===== config.mk =====
export PLATFORM = sky130hd
export DESIGN_NAME = byterun1_planar_body_decoder_core
export DESIGN_NICKNAME = d
export VERILOG_FILES = /design/src/rtl/core/br1pd_pkg.sv /design/src/rtl/core/br1pd_ctrl.sv /design/src/rtl/core/br1pd_dp.sv /design/src/rtl/core/byterun1_planar_body_decoder_core.sv
export SDC_FILE = /design/constraint.sdc
export NUM_CORES = 1
export LEC_CHECK = 0
export BUFFER_PORTS_ARGS = -buffer_cell sky130_fd_sc_hd__buf_2
export CORE_MARGIN = 2
export CORE_UTILIZATION = 52
export DETAILED_ROUTE_END_ITERATION = 10
export PLACE_DENSITY = 0.69
export SLEW_MARGIN = 20
export SYNTH_ARGS = -nofsm -noshare
export SYNTH_HDL_FRONTEND = slang
export SYNTH_SLANG_ARGS = --single-unit

===== constraint.sdc =====
create_clock -name clk -period 9.3 [get_ports clk]
set_input_delay 1.395 -clock clk [delete_from_list [all_inputs] [get_ports clk]]
set_output_delay 1.395 -clock clk [all_outputs]
set_load 0.02 [all_outputs]

===== src/rtl/core/br1pd_pkg.sv =====
// Shared types and constants for the ByteRun1 planar body decoder.
package br1pd_pkg;

    localparam int CFG_INDEX_W = 2;
    localparam int CFG_DATA_W  = 13;

    localparam logic [CFG_INDEX_W-1:0] REG_MODE   = 2'd0;
    localparam logic [CFG_INDEX_W-1:0] REG_WIDTH  = 2'd1;
    localparam logic [CFG_INDEX_W-1:0] REG_HEIGHT = 2'd2;
    localparam logic [CFG_INDEX_W-1:0] REG_PLANES = 2'd3;

    localparam logic [7:0]  MODE_RESET   = 8'd1;
    localparam logic [12:0] WIDTH_RESET  = 13'd320;
    localparam logic [12:0] HEIGHT_RESET = 13'd200;
    localparam logic [3:0]  PLANES_RESET = 4'd5;

    localparam logic [7:0] CMP_NONE     = 8'd0;
    localparam logic [7:0] CMP_BYTERUN1 = 8'd1;

    localparam logic [7:0] CTRL_NOP = 8'h80;

    localparam logic [1:0] ERR_NONE    = 2'd0;
    localparam logic [1:0] ERR_CHUNK   = 2'd1;
    localparam logic [1:0] ERR_OVERRUN = 2'd2;
    localparam logic [1:0] ERR_MODE    = 2'd3;

    typedef enum logic [1:0] {
        PH_CTRL = 2'd0,
        PH_LIT  = 2'd1,
        PH_RUN  = 2'd2
    } phase_t;

    typedef struct packed {
        logic accept;
        logic scan_step;
        logic emit_step;
    } cmd_t;

    typedef struct packed {
        logic run_item;
        logic scan_final;
        logic emit_final;
    } sts_t;

endpackage


===== src/rtl/core/br1pd_ctrl.sv =====
// Controller state machine: handshakes, run scan and run emit sequencing.
module br1pd_ctrl
    import br1pd_pkg::*;
(
    input  logic clk,
    input  logic rst_n,
    input  logic in_valid,
    input  logic out_stall,
    input  sts_t sts,
    output logic in_stall,
    output logic out_valid,
    output cmd_t cmd
);

    typedef enum logic [2:0] {
        ST_IDLE = 3'b001,
        ST_SCAN = 3'b010,
        ST_EMIT = 3'b100
    } state_t;

    state_t state_reg;
    state_t state_next;
    logic   out_valid_reg;
    logic   out_valid_next;
    logic   out_free;
    logic   load_out;

    assign out_free  = !out_valid_reg || !out_stall;
    assign out_valid = out_valid_reg;

    always_comb
    begin
        state_next = state_reg;
        cmd        = '0;
        in_stall   = 1'b1;
        load_out   = 1'b0;
        case (state_reg)
            ST_IDLE:
            begin
                in_stall = !out_free;
                if (in_valid && out_free)
                begin
                    cmd.accept = 1'b1;
                    if (sts.run_item)
                    begin
                        state_next = ST_SCAN;
                    end
                    else
                    begin
                        load_out = 1'b1;
                    end
                end
            end
            ST_SCAN:
            begin
                cmd.scan_step = 1'b1;
                if (sts.scan_final)
                begin
                    state_next = ST_EMIT;
                end
            end
            ST_EMIT:
            begin
                if (out_free)
                begin
                    cmd.emit_step = 1'b1;
                    load_out      = 1'b1;
                    if (sts.emit_final)
                    begin
                        state_next = ST_IDLE;
                    end
                end
            end
            default:
            begin
                state_next = ST_IDLE;
            end
        endcase
        out_valid_next = load_out || (out_valid_reg && out_stall);
    end

    always_ff @(posedge clk or negedge rst_n)
    begin
        if (!rst_n)
        begin
            state_reg     <= ST_IDLE;
            out_valid_reg <= 1'b0;
        end
        else
        begin
            state_reg     <= state_next;
            out_valid_reg <= out_valid_next;
        end
    end

endmodule


===== src/rtl/core/br1pd_dp.sv =====
// Datapath: configuration, parse state, position counters and result register.
module br1pd_dp
    import br1pd_pkg::*;
#(
    parameter int MAX_WIDTH  = 4096,
    parameter int MAX_HEIGHT = 4096,
    parameter int MAX_PLANES = 8
)
(
    input  logic                   clk,
    input  logic                   rst_n,
    input  logic                   cfg_we,
    input  logic [CFG_INDEX_W-1:0] cfg_index,
    input  logic [CFG_DATA_W-1:0]  cfg_data,
    input  logic [7:0]             code_byte,
    input  logic                   chunk_end,
    input  cmd_t                   cmd,
    output sts_t                   sts,
    output logic [7:0]             first_byte,
    output logic [7:0]             second_byte,
    output logic [1:0]             pair_count,
    output logic [11:0]            out_row,
    output logic [2:0]             out_plane,
    output logic [8:0]             out_column,
    output logic                   run_last,
    output logic                   picture_done,
    output logic [1:0]             error_code
);

    localparam int RB_MAX = ((MAX_WIDTH + 15) / 16) * 2;
    localparam int CW     = $clog2(RB_MAX + 2);
    localparam int RW     = $clog2(MAX_HEIGHT + 65);
    localparam int PW     = (MAX_PLANES > 1) ? $clog2(MAX_PLANES) : 1;
    localparam int PCW    = $clog2(MAX_PLANES + 1);
    localparam int KW     = ((CW > 8) ? CW : 8) + 1;

    // configuration
    logic [7:0]  mode_reg;
    logic [12:0] width_reg;
    logic [12:0] height_reg;
    logic [3:0]  planes_reg;

    // parse and position state
    phase_t        phase_reg, phase_next;
    logic [7:0]    lit_reg, lit_next;
    logic [7:0]    runlen_reg, runlen_next;
    logic [CW-1:0] col_reg, col_next;
    logic [PW-1:0] plane_reg, plane_next;
    logic [RW-1:0] row_reg, row_next;
    logic [1:0]    err_reg, err_next;

    // run sequencing
    logic [CW-1:0] snap_col_reg, snap_col_next;
    logic [PW-1:0] snap_plane_reg, snap_plane_next;
    logic [RW-1:0] snap_row_reg, snap_row_next;
    logic [7:0]    scan_left_reg, scan_left_next;
    logic [7:0]    emit_left_reg, emit_left_next;
    logic [7:0]    run_byte_reg, run_byte_next;
    logic          run_end_reg, run_end_next;
    logic          fin_done_reg, fin_done_next;

    // result register
    logic [7:0]  first_reg, first_next;
    logic [7:0]  second_reg, second_next;
    logic [1:0]  count_reg, count_next;
    logic [11:0] orow_reg, orow_next;
    logic [2:0]  oplane_reg, oplane_next;
    logic [8:0]  ocol_reg, ocol_next;
    logic        last_reg, last_next;
    logic        done_reg, done_next;
    logic [1:0]  oerr_reg, oerr_next;

    // clamped geometry
    logic [10:0]    rb_full;
    logic [CW-1:0]  rb;
    logic [RW-1:0]  rows;
    logic [PCW-1:0] planes;
    logic           cfg_zero;

    // shared advance unit
    logic [CW-1:0] adv_col_in, col_sum, adv_col;
    logic [PW-1:0] adv_plane_in, adv_plane;
    logic [RW-1:0] adv_row_in, adv_row;
    logic [1:0]    adv_n;
    logic [PW:0]   plane_inc;
    logic          col_wrap, plane_wrap;

    logic          done_now, done_adv, s_done, pos_moved;
    logic          active, is_m0, is_m1, data_item, ctrl_lit, overrun, load_out;
    logic [7:0]    lit_cnt, rep_cnt, ctrl_cnt, lit_dec;
    logic [8:0]    rep_diff;
    logic [CW-1:0] room;
    logic [1:0]    scan_c, emit_c;

    assign rb_full = 11'((({1'b0, width_reg} + 14'd15) >> 4) << 1);
    assign rb      = (32'(rb_full) > RB_MAX) ? CW'(RB_MAX) : CW'(rb_full);
    assign rows    = (32'(height_reg) > MAX_HEIGHT) ? RW'(MAX_HEIGHT) : RW'(height_reg);
    assign planes  = (32'(planes_reg) > MAX_PLANES) ? PCW'(MAX_PLANES) : PCW'(planes_reg);
    assign cfg_zero = (rb == '0) || (planes == '0) || (rows == '0);

    assign scan_c = (scan_left_reg >= 8'd2) ? 2'd2 : scan_left_reg[1:0];
    assign emit_c = (emit_left_reg >= 8'd2) ? 2'd2 : emit_left_reg[1:0];

    always_comb
    begin
        adv_col_in   = cmd.emit_step ? snap_col_reg : col_reg;
        adv_plane_in = cmd.emit_step ? snap_plane_reg : plane_reg;
        adv_row_in   = cmd.emit_step ? snap_row_reg : row_reg;
        if (cmd.scan_step)
        begin
            adv_n = scan_c;
        end
        else if (cmd.emit_step)
        begin
            adv_n = emit_c;
        end
        else
        begin
            adv_n = 2'd1;
        end
        col_sum    = adv_col_in + CW'(adv_n);
        col_wrap   = col_sum >= rb;
        plane_inc  = {1'b0, adv_plane_in} + (PW+1)'(1);
        plane_wrap = plane_inc >= (PW+1)'(planes);
        adv_col    = col_wrap ? '0 : col_sum;
        if (!col_wrap)
        begin
            adv_plane = adv_plane_in;
            adv_row   = adv_row_in;
        end
        else if (plane_wrap)
        begin
            adv_plane = '0;
            adv_row   = adv_row_in + RW'(1);
        end
        else
        begin
            adv_plane = PW'(plane_inc);
            adv_row   = adv_row_in;
        end
    end

    assign done_now = cfg_zero || (row_reg >= rows);
    assign done_adv = cfg_zero || (adv_row >= rows);

    assign active    = (err_reg == ERR_NONE) && !done_now;
    assign is_m0     = mode_reg == CMP_NONE;
    assign is_m1     = mode_reg == CMP_BYTERUN1;
    assign data_item = active && (is_m0 || (is_m1 && phase_reg == PH_LIT));

    assign ctrl_lit = !code_byte[7];
    assign lit_cnt  = code_byte + 8'd1;
    assign rep_diff = 9'd257 - {1'b0, code_byte};
    assign rep_cnt  = rep_diff[7:0];
    assign ctrl_cnt = ctrl_lit ? lit_cnt : rep_cnt;
    assign room     = (col_reg < rb) ? (rb - col_reg) : '0;
    assign overrun  = KW'(ctrl_cnt) > KW'(room);
    assign lit_dec  = lit_reg - 8'd1;

    assign sts.run_item   = active && is_m1 && (phase_reg == PH_RUN);
    assign sts.scan_final = scan_left_reg <= 8'd2;
    assign sts.emit_final = emit_left_reg <= 8'd2;

    assign load_out = (cmd.accept && !sts.run_item) || cmd.emit_step;

    always_comb
    begin
        phase_next      = phase_reg;
        lit_next        = lit_reg;
        runlen_next     = runlen_reg;
        col_next        = col_reg;
        plane_next      = plane_reg;
        row_next        = row_reg;
        err_next        = err_reg;
        snap_col_next   = snap_col_reg;
        snap_plane_next = snap_plane_reg;
        snap_row_next   = snap_row_reg;
        scan_left_next  = scan_left_reg;
        emit_left_next  = emit_left_reg;
        run_byte_next   = run_byte_reg;
        run_end_next    = run_end_reg;
        fin_done_next   = fin_done_reg;
        pos_moved       = 1'b0;
        s_done          = done_now;

        first_next  = 8'd0;
        second_next = 8'd0;
        count_next  = 2'd0;
        orow_next   = 12'(row_reg);
        oplane_next = 3'(plane_reg);
        ocol_next   = 9'(col_reg);
        last_next   = 1'b1;
        done_next   = done_now;
        oerr_next   = err_reg;

        if (cmd.accept && sts.run_item)
        begin
            phase_next      = PH_CTRL;
            runlen_next     = 8'd0;
            snap_col_next   = col_reg;
            snap_plane_next = plane_reg;
            snap_row_next   = row_reg;
            scan_left_next  = runlen_reg;
            emit_left_next  = runlen_reg;
            run_byte_next   = code_byte;
            run_end_next    = chunk_end;
        end
        else if (cmd.accept)
        begin
            if (active)
            begin
                if (is_m0)
                begin
                    pos_moved = 1'b1;
                end
                else if (is_m1)
                begin
                    case (phase_reg)
                        PH_LIT:
                        begin
                            pos_moved = 1'b1;
                            lit_next  = lit_dec;
                            if (lit_dec == 8'd0)
                            begin
                                phase_next = PH_CTRL;
                            end
                        end
                        PH_CTRL:
                        begin
                            if (code_byte != CTRL_NOP)
                            begin
                                if (overrun)
                                begin
                                    err_next = ERR_OVERRUN;
                                end
                                else if (ctrl_lit)
                                begin
                                    lit_next   = ctrl_cnt;
                                    phase_next = PH_LIT;
                                end
                                else
                                begin
                                    runlen_next = ctrl_cnt;
                                    phase_next  = PH_RUN;
                                end
                            end
                        end
                        default:
                        begin
                            phase_next = PH_CTRL;
                        end
                    endcase
                end
                else
                begin
                    err_next = ERR_MODE;
                end
                if (pos_moved)
                begin
                    col_next   = adv_col;
                    plane_next = adv_plane;
                    row_next   = adv_row;
                    s_done     = done_adv;
                end
                if (chunk_end && (err_next == ERR_NONE) && !s_done)
                begin
                    err_next = ERR_CHUNK;
                end
            end
            done_next = s_done;
            oerr_next = err_next;
            if (data_item)
            begin
                first_next = code_byte;
                count_next = 2'd1;
            end
            else if (s_done)
            begin
                orow_next   = 12'd0;
                oplane_next = 3'd0;
                ocol_next   = 9'd0;
            end
            else
            begin
                orow_next   = 12'(row_next);
                oplane_next = 3'(plane_next);
                ocol_next   = 9'(col_next);
            end
        end
        else if (cmd.scan_step)
        begin
            col_next       = adv_col;
            plane_next     = adv_plane;
            row_next       = adv_row;
            scan_left_next = scan_left_reg - 8'(scan_c);
            if (sts.scan_final)
            begin
                fin_done_next = done_adv;
                if (run_end_reg && (err_reg == ERR_NONE) && !done_adv)
                begin
                    err_next = ERR_CHUNK;
                end
            end
        end
        else if (cmd.emit_step)
        begin
            first_next      = run_byte_reg;
            second_next     = (emit_c == 2'd2) ? run_byte_reg : 8'd0;
            count_next      = emit_c;
            orow_next       = 12'(snap_row_reg);
            oplane_next     = 3'(snap_plane_reg);
            ocol_next       = 9'(snap_col_reg);
            last_next       = sts.emit_final;
            done_next       = fin_done_reg;
            oerr_next       = err_reg;
            snap_col_next   = adv_col;
            snap_plane_next = adv_plane;
            snap_row_next   = adv_row;
            emit_left_next  = emit_left_reg - 8'(emit_c);
        end
    end

    always_ff @(posedge clk or negedge rst_n)
    begin
        if (!rst_n)
        begin
            mode_reg      <= MODE_RESET;
            width_reg     <= WIDTH_RESET;
            height_reg    <= HEIGHT_RESET;
            planes_reg    <= PLANES_RESET;
            phase_reg     <= PH_CTRL;
            lit_reg       <= 8'd0;
            runlen_reg    <= 8'd0;
            col_reg       <= '0;
            plane_reg     <= '0;
            row_reg       <= '0;
            err_reg       <= ERR_NONE;
            scan_left_reg <= 8'd0;
            emit_left_reg <= 8'd0;
            run_end_reg   <= 1'b0;
            fin_done_reg  <= 1'b0;
        end
        else
        begin
            if (cfg_we)
            begin
                case (cfg_index)
                    REG_MODE:   mode_reg   <= cfg_data[7:0];
                    REG_WIDTH:  width_reg  <= cfg_data;
                    REG_HEIGHT: height_reg <= cfg_data;
                    REG_PLANES: planes_reg <= cfg_data[3:0];
                    default:    mode_reg   <= mode_reg;
                endcase
            end
            phase_reg     <= phase_next;
            lit_reg       <= lit_next;
            runlen_reg    <= runlen_next;
            col_reg       <= col_next;
            plane_reg     <= plane_next;
            row_reg       <= row_next;
            err_reg       <= err_next;
            scan_left_reg <= scan_left_next;
            emit_left_reg <= emit_left_next;
            run_end_reg   <= run_end_next;
            fin_done_reg  <= fin_done_next;
        end
    end

    always_ff @(posedge clk)
    begin
        snap_col_reg   <= snap_col_next;
        snap_plane_reg <= snap_plane_next;
        snap_row_reg   <= snap_row_next;
        run_byte_reg   <= run_byte_next;
        if (load_out)
        begin
            first_reg  <= first_next;
            second_reg <= second_next;
            count_reg  <= count_next;
            orow_reg   <= orow_next;
            oplane_reg <= oplane_next;
            ocol_reg   <= ocol_next;
            last_reg   <= last_next;
            done_reg   <= done_next;
            oerr_reg   <= oerr_next;
        end
    end

    assign first_byte   = first_reg;
    assign second_byte  = second_reg;
    assign pair_count   = count_reg;
    assign out_row      = orow_reg;
    assign out_plane    = oplane_reg;
    assign out_column   = ocol_reg;
    assign run_last     = last_reg;
    assign picture_done = done_reg;
    assign error_code   = oerr_reg;

endmodule


===== src/rtl/core/byterun1_planar_body_decoder_core.sv =====
// Top level of the ByteRun1 planar body decoder.
// Usage:
//   Input channel (in_valid/in_stall, code_byte, chunk_end) takes one body byte
//   per transaction; chunk_end marks the last byte of the body chunk.
//   Output channel (out_valid/out_stall) carries results: up to two decoded
//   bytes with their row, plane and column, plus sticky status.
//   Configuration registers (mode, width, height, planes) are written through
//   cfg_we/cfg_index/cfg_data while the decoder is idle.
// Timing:
//   Literal, uncompressed, control and ignored bytes give one result, held in
//   the output register in the cycle after the input transaction; such bytes are
//   taken one per cycle while the output is not stalled.
//   A repeat byte of n bytes gives ceil(n/2) results: the position counters
//   are first stepped once per pair to settle the final status, then one
//   pair leaves per cycle while the output is not stalled, with in_stall
//   high meanwhile.
// Reset: parse state, positions, sticky error and registers return to their
//   defaults; no clearing pass is needed.
// Stall: a stalled result holds its payload; the decoder stops taking input
//   until the output register can be loaded again.
module byterun1_planar_body_decoder_core
    import br1pd_pkg::*;
#(
    parameter int MAX_WIDTH  = 4096,
    parameter int MAX_HEIGHT = 4096,
    parameter int MAX_PLANES = 8
)
(
    input  logic                   clk,
    input  logic                   rst_n,
    input  logic                   cfg_we,
    input  logic [CFG_INDEX_W-1:0] cfg_index,
    input  logic [CFG_DATA_W-1:0]  cfg_data,
    input  logic                   in_valid,
    output logic                   in_stall,
    input  logic [7:0]             code_byte,
    input  logic                   chunk_end,
    output logic                   out_valid,
    input  logic                   out_stall,
    output logic [7:0]             first_byte,
    output logic [7:0]             second_byte,
    output logic [1:0]             pair_count,
    output logic [11:0]            out_row,
    output logic [2:0]             out_plane,
    output logic [8:0]             out_column,
    output logic                   run_last,
    output logic                   picture_done,
    output logic [1:0]             error_code
);

    cmd_t cmd;
    sts_t sts;

    br1pd_ctrl u_ctrl (
        .clk       (clk),
        .rst_n     (rst_n),
        .in_valid  (in_valid),
        .out_stall (out_stall),
        .sts       (sts),
        .in_stall  (in_stall),
        .out_valid (out_valid),
        .cmd       (cmd)
    );

    br1pd_dp #(
        .MAX_WIDTH  (MAX_WIDTH),
        .MAX_HEIGHT (MAX_HEIGHT),
        .MAX_PLANES (MAX_PLANES)
    ) u_dp (
        .clk          (clk),
        .rst_n        (rst_n),
        .cfg_we       (cfg_we),
        .cfg_index    (cfg_index),
        .cfg_data     (cfg_data),
        .code_byte    (code_byte),
        .chunk_end    (chunk_end),
        .cmd          (cmd),
        .sts          (sts),
        .first_byte   (first_byte),
        .second_byte  (second_byte),
        .pair_count   (pair_count),
        .out_row      (out_row),
        .out_plane    (out_plane),
        .out_column   (out_column),
        .run_last     (run_last),
        .picture_done (picture_done),
        .error_code   (error_code)
    );

endmodule


After elaboration in Yosys (flattened, before gate mapping)
Index checks and enable logic that the tools add are counted.
{"block": "op_classes", "addsub": 10, "mul": 0, "mux": 144, "magnitude_cmp": 13, "reduce_logical": 65, "eq_ne": 28, "n_shift": 0, "n_div": 0, "n_bitwise": 5}
{"op": "two-way mux 8 bit", "count": 24}
{"op": "two-way mux 13 bit", "count": 12}
{"op": "two-way mux 10 bit", "count": 12}
{"op": "two-way mux 12 bit", "count": 6}
{"op": "two-way mux 2 bit", "count": 32}
{"op": "two-way mux 3 bit", "count": 21}
{"op": "two-way mux 9 bit", "count": 6}
{"op": "greater-or-equal comparator 13 bit", "count": 2}
{"op": "two-way mux 1 bit", "count": 26}
{"op": "nonzero test 2 bit", "count": 12}
{"op": "inequality test 2 bit (second input constant)", "count": 9}
{"op": "greater-or-equal comparator 8 x 2 -> 1 bit (second input constant)", "count": 2}
{"op": "<= comparator 8 x 2 -> 1 bit (second input constant)", "count": 2}
{"op": "zero test 8 bit", "count": 2}
{"op": "case mux 8 bit (2 select lines)", "count": 1}
{"op": "subtractor 8 x 2 -> 8 bit", "count": 2}
{"op": "adder 13 x 4 -> 14 bit (second input constant)", "count": 1}
{"op": "adder 13 x 1 -> 13 bit (second input constant)", "count": 1}
{"op": "greater-than comparator 13 bit (second input constant)", "count": 1}
{"op": "logical AND 1 bit", "count": 13}
{"op": "zero test 13 bit", "count": 1}
{"op": "AND reduction 2 bit", "count": 6}
{"op": "AND reduction 4 bit", "count": 3}
{"op": "greater-than comparator 11 x 10 -> 1 bit (second input constant)", "count": 1}
{"op": "other kinds (38)", "count": 67}
{"block": "totals", "inputBits": 29, "romBits": 0, "regBits": 186, "mem_bits_rw": 0, "memories": 0, "latch_bits": 0}

Depth between registers and ports, before layout
{"block": "depth", "depth_word": 24, "depth_mapped": 32, "mapped_depth_nobuf": 29}

Modules after synthesis
From an unflattened synthesis, not the netlist that was laid out.
{"block": "hier_totals", "hier_cells": 1146, "hier_area_um2": 11588.6}
{"module": "br1pd_dp", "cells_per_inst": 1121, "seq_area_each_um2": 4964.8, "n_inst": 1, "area_each_um2": 11369.7}
{"module": "br1pd_ctrl", "cells_per_inst": 25, "seq_area_each_um2": 101.3, "n_inst": 1, "area_each_um2": 219.0}

Worst setup path after synthesis
Ideal clock, no wire load.
{"block": "synth_path", "path_type": "input -> register", "startpoint": "input port out_stall", "endpoint": "register u_dp.done_reg (netlist: u_dp.picture_done) (data pin)", "cell_stages": 31, "path_buffers": 4, "t_required_ns": 9.037, "setup_time_ns": 0.263, "path_slack_ns": 1.715, "arrival_time_ns": 7.323, "cell_sequence": "nand2_1 nand2_1 clkbuf_1 buf_2 nor2_1 clkbuf_1 nor2_1 inv_1 ha_1 a21oi_1 a221oi_1 o21ai_1 a21oi_1 xnor2_1 ha_1 nand2_1 nor4_1 o41ai_1 a21oi_1 clkbuf_1 nand4_1 xor2_1 mux2i_1 ha_1 a21o_1 a21o_1 a221oi_1 o21ai_0 a311o_1 nand2_1 o41ai_1"}
{"block": "synth_via", "elab_chain_len": 20}
{"element": "start, declared", "line": "byterun1_planar_body_decoder_core.sv:39", "rtl": "input logic out_stall,"}
{"element": "zero test 1 bit *", "line": "br1pd_ctrl.sv:28", "rtl": "assign out_free = !out_valid_reg || !out_stall;"}
{"element": "logical OR 1 bit *", "line": "br1pd_ctrl.sv:28"}
{"element": "two-way mux 1 bit", "line": "br1pd_ctrl.sv:64", "rtl": "if (out_free)"}
{"element": "two-way mux 1 bit", "line": "br1pd_ctrl.sv:37", "rtl": "case (state_reg)"}
{"element": "two-way mux 2 bit or two-way mux 3 bit (tied branches)", "line": "br1pd_dp.sv:113, br1pd_dp.sv:107"}
{"element": "two-way mux 2 bit or adder 3 x 1 -> 4 bit (tied branches)", "line": "br1pd_dp.sv:109, br1pd_dp.sv:123"}
{"element": "adder 10 x 2 -> 10 bit or greater-or-equal comparator 4 bit (tied branches)", "line": "br1pd_dp.sv:121, br1pd_dp.sv:124"}
{"element": "greater-or-equal comparator 10 bit or two-way mux 13 bit (tied branches)", "line": "br1pd_dp.sv:122, br1pd_dp.sv:131"}
{"element": "(+5 left out)"}
{"element": "two-way mux 1 bit", "line": "br1pd_dp.sv:208", "rtl": "else if (cmd.accept)"}
{"element": "two-way mux 1 bit", "line": "br1pd_dp.sv:196", "rtl": "if (cmd.accept && sts.run_item)"}
{"element": "two-way mux 1 bit", "line": "br1pd_dp.sv:210", "rtl": "if (active)"}
{"element": "two-way mux 1 bit", "line": "br1pd_dp.sv:208"}
{"element": "two-way mux 1 bit", "line": "br1pd_dp.sv:196"}
{"element": "two-way mux 1 bit", "line": "br1pd_dp.sv:208"}
{"element": "two-way mux 1 bit *", "line": "br1pd_dp.sv:196"}
{"element": "named net u_dp.done_next", "line": "br1pd_dp.sv:70", "rtl": "logic done_reg, done_next;"}
{"element": "end signal, assigned", "line": "br1pd_dp.sv:384", "rtl": "done_reg <= done_next;"}
{"element": "end, declared", "line": "br1pd_dp.sv:70"}
Mark *: on every way through the listed nets, which the timed path passes. The rest lies on a longest branch. The select of a mux whose other input is x is not followed.
A chain may end at the register's enable or synchronous reset.

Final worst setup path
{"block": "layout_path", "startpoint": "input port out_stall", "endpoint": "register u_dp.err_reg[0]"}
{"block": "layout_via", "elab_chain_len": 20}
{"element": "zero test 1 bit *", "line": "br1pd_ctrl.sv:28"}
{"element": "logical OR 1 bit *", "line": "br1pd_ctrl.sv:28"}
{"element": "two-way mux 1 bit", "line": "br1pd_ctrl.sv:64"}
{"element": "two-way mux 1 bit", "line": "br1pd_ctrl.sv:37"}
{"element": "two-way mux 2 bit or two-way mux 3 bit (tied branches)", "line": "br1pd_dp.sv:113, br1pd_dp.sv:107"}
{"element": "two-way mux 2 bit or adder 3 x 1 -> 4 bit (tied branches)", "line": "br1pd_dp.sv:109, br1pd_dp.sv:123"}
{"element": "adder 10 x 2 -> 10 bit or greater-or-equal comparator 4 bit (tied branches)", "line": "br1pd_dp.sv:121, br1pd_dp.sv:124"}
{"element": "greater-or-equal comparator 10 bit or two-way mux 13 bit (tied branches)", "line": "br1pd_dp.sv:122, br1pd_dp.sv:131"}
{"element": "(+4 left out)"}
{"element": "two-way mux 1 bit", "line": "br1pd_dp.sv:210"}
{"element": "two-way mux 1 bit", "line": "br1pd_dp.sv:208"}
{"element": "two-way mux 1 bit", "line": "br1pd_dp.sv:196"}
{"element": "zero test 1 bit", "line": "br1pd_dp.sv:265", "rtl": "if (chunk_end && (err_next == ERR_NONE) && !s_done)"}
{"element": "logical AND 1 bit", "line": "br1pd_dp.sv:265"}
{"element": "two-way mux 2 bit", "line": "br1pd_dp.sv:265"}
{"element": "two-way mux 2 bit", "line": "br1pd_dp.sv:210"}
{"element": "two-way mux 2 bit", "line": "br1pd_dp.sv:208"}
{"element": "end signal, assigned", "line": "br1pd_dp.sv:361", "rtl": "err_reg <= err_next;"}
{"element": "end, declared", "line": "br1pd_dp.sv:50", "rtl": "logic [1:0] err_reg, err_next;"}
Mark *: on every way between the ends. The rest lies on a longest branch, timed or not. The select of a mux whose other input is x is not followed.

==> results.json <==
{
  "rsz0062_at_grt": "false",
  "synthMuxAreaShare_pct": 8.620,
  "yosys_warnings": 0,
  "synthTopCellsByArea": "dfrtp_1 (22%), edfxtp_1 (22%), ha_1 (7.8%)",
  "synth_ff_type": "dfrtp_1",
  "first_global_vias": 7972,
  "die_w_um": 150.1,
  "final.period_utilization_pct": 77.71,
  "ys_seq_area_share_pct": 45.62,
  "clkTransAtPathRegs_ns": 0.07,
  "first_pass_iters": 5,
  "grt-ovfl-total": 0,
  "critical_path_class": "in2reg",
  "synth_enable_flop_cells": 80,
  "top_usage_layer": "met1",
  "die_h_um": 150.1,
  "synth-simple-area-share_pct": 16.66,
  "syn_inst": 1086,
  "grt_usage_pct": 24.80,
  "worst-path-buf-inv": 3,
  "whs_ns": 0.5006,
  "io_buffers": 76,
  "cp.arrival_ns": 7.60,
  "grt_use_met3_pct": 3.939,
  "worstHoldEndpoint": "u_dp.mode_reg[6]",
  "cpMostUsedCell": "nand2_1",
  "synthXorXnorAreaFrac_pct": 4.101,
  "synth_top_family_by_area": "simple AND/OR/NAND/NOR gates",
  "status": "finished, final reports clean",
  "cts_made_buffers": 17,
  "path_delay_family": "simple AND/OR/NAND/NOR gates",
  "antenna_cells": 0,
  "dp_hpwl_um": 19380,
  "startpoint": "out_stall",
  "pwr-share-comb_pct": 20.0,
  "cts_tree": "built",
  "p_sw_share_pct": 29.49,
  "rrSetupSlack_ns": 2.66,
  "worst_path_max_delay_cell": "nor2_1",
  "switching_power_mw": 0.6133,
  "relSlewSlack_pct": 36.61,
  "num-nets-final": 1250,
  "cp-end-kind": "register",
  "io_pins": 77,
  "min_from": "u_dp.mode_reg[6]",
  "num-fill-cells": 1774,
  "drt_iter0_drc": 778,
  "fin_skew_ns": 0.01117,
  "syn_area_per_cell_sq_um": 10.23,
  "cts_resized": 0,
  "clock_path_buffers": 2,
  "synthAdderAreaFrac_pct": 8.135,
  "regArea_sq_mm": 0.005066,
  "hold_class": "reg2reg",
  "start_kind": "input port",
  "grt_antenna_before_repair": 0,
  "viasPerCell": 5.902,
  "r2r_start": "u_ctrl.state_reg[1]",
  "clock_latency_ns": 0.44,
  "wirelength_um": 26630,
  "p_leak_nw": 5.323,
  "remaining_drc_errors": 0,
  "clkPwrFrac_pct": 35.1,
  "synth_top_area_cell": "dfrtp_1",
  "internal_power_mw": 1.466,
  "dr_total_vias": 8487,
  "cap_violations": 0,
  "synth.distinct_cells": 74,
  "drive_above_1_share_pct": 18.57,
  "async_reset_ff_share_pct": 56.99,
  "grt_max_degree": 72,
  "hold_path_depth": 1,
  "grt_pass1_wl_um": 43290,
  "setup_tns_ns": 0,
  "multiInputGateArea_sq_mm": 0.005649,
  "wire_per_inst_um": 18.52,
  "hold_viol": 0,
  "core_area_sq_mm": 0.02102,
  "setup_violations": 0,
  "cts_root_buffer": "clkbuf_16",
  "cts_max_level": 4,
  "met1_usage_pct": 38.46,
  "rr_worst_depth": 27,
  "gp_congestion": 0.8959,
  "syn_to_final_growth_pct": 10.63,
  "dieArea_sq_mm": 0.02254,
  "fmax_mhz": 138.4,
  "critical_path.max_fanout": 14,
  "yosys.area.top_type_share_pct": 21.86,
  "syn_area_sq_mm": 0.01110,
  "post_cts.repair.setup_buffers": 0,
  "initial_core_util_pct": 52.82,
  "ant_nets": 0,
  "synth-compound-area-share_pct": 13.12,
  "cts_hold_buf": 0,
  "cpPeakStageDelay_ns": 0.58,
  "min_period_ns": 7.227,
  "cts_num_sinks": 186,
  "fp-row-count": 53,
  "r2r_end": "u_dp.err_reg[0]",
  "seq_power_share_pct": 44.9,
  "report.final.slew_viol_count": 0,
  "ir_drop_uv": 102.3,
  "worstPathRequired_ns": 9.67,
  "p_per_area_mw_per_mm2": 169.3,
  "grtUsageMet2_pct": 36.62,
  "worstMarginPinSlew_ns": 0.9508,
  "ys_seq_elements": 186
}
power groups by stage:
stage / registers (mW) / clock network, mW / logic [mW]
5_1_grt: 0.940 / 0.770 / 0.474
6_report: 0.934 / 0.730 / 0.416
3_5_place_dp: 0.951 / 0 / 0.412
2_1_floorplan: 0.952 / 0 / 0.293
4_1_cts: 0.934 / 0.740 / 0.415
3_3_place_gp: 0.948 / 0 / 0.404
layer usage:
metal | wire (um) | vias to the layer above | share of wire, %
met5 | 0 | - | 0
met4 | 258 | 0 | 0.97
met3 | 1574 | 20 | 5.9
met2 | 11740 | 257 | 44
met1 | 13060 | 4120 | 49
li1 | - | 4090 | -
worst register-to-register path, delay by kind of cell (launching register included):
kind | cells | cell delay, ns
DFF | 1 | 0.41
adders and majority gates | 3 | 1.07
xor gates and xnor gates | 2 | 0.45
AOI/OAI and AO/OA | 8 | 1.93
buffers and inverters | 3 | 0.47
and+or+nand+nor | 11 | 2.22
worst max path at each step:
stage                              to  depth (start not counted)
floorplan           u_dp.picture_done                         31
global placement      u_dp.err_reg[0]                         27
detailed placement    u_dp.err_reg[0]                         27
CTS                   u_dp.err_reg[0]                         27
global route          u_dp.err_reg[0]                         29
finish                u_dp.err_reg[0]                         27
cell usage after synthesis, drive strengths merged (26+ instances only):
| master | instances |
|---|---|
| nand2 | 123 |
| nor3 | 30 |
| inv | 51 |
| dfrtp | 97 |
| a22o | 26 |
| and2 | 26 |
| o21ai | 65 |
| ha | 69 |
| a21oi | 59 |
| nand3 | 30 |
| nor2 | 68 |
| mux2 | 69 |
| xnor2 | 30 |
| edfxtp | 80 |
final cells by class:
class	instances	share of cell area, %
Sequential cell	186	41.24
Timing Repair Buffer	85	3.667
Clock buffer	19	3.697
Tap cell	275	2.801
Inverter	51	1.558
Multi-Input combinational cell	809	45.99
Clock inverter	13	1.049
cell usage in the layout, fill, tap and decap left out, types with 30 or more instances in the layout:
cell type | synthesis | routed
a21oi_1 | 59 | 59
nand2_1 | 122 | 121
nor3_1 | 30 | 30
edfxtp_1 | 80 | 80
buf_2 | 5 | 75
dfrtp_1 | 97 | 97
ha_1 | 69 | 69
nand3_1 | 30 | 30
xnor2_1 | 30 | 30
inv_1 | 50 | 50
nor2_1 | 67 | 66
mux2_2 | 65 | 65
o21ai_0 | 56 | 56
through the flow:
stage               instances  worst slack (ns)  util (%)  area (sq um)  power, mW
finish                   1438             2.073     58.44         12280      2.080
global route             1438             1.437     58.44         12280      2.184
CTS                      1438             2.094     58.41         12280      2.089
detailed placement       1406             1.622     55.64         11700      1.363
global placement         1406             1.913     55.64         11700      1.353
floorplan                1087             1.715         -         11110      1.245
kinds of logic after synthesis:
group           after synthesis
compound gates              225
buf+inv                      92
flops                       186
mux                          87
other cells                   1
simple gates                372
xor+xnor                     52
fa+ha+maj                    71
No activity file was read; power rests on OpenSTA's default activity.
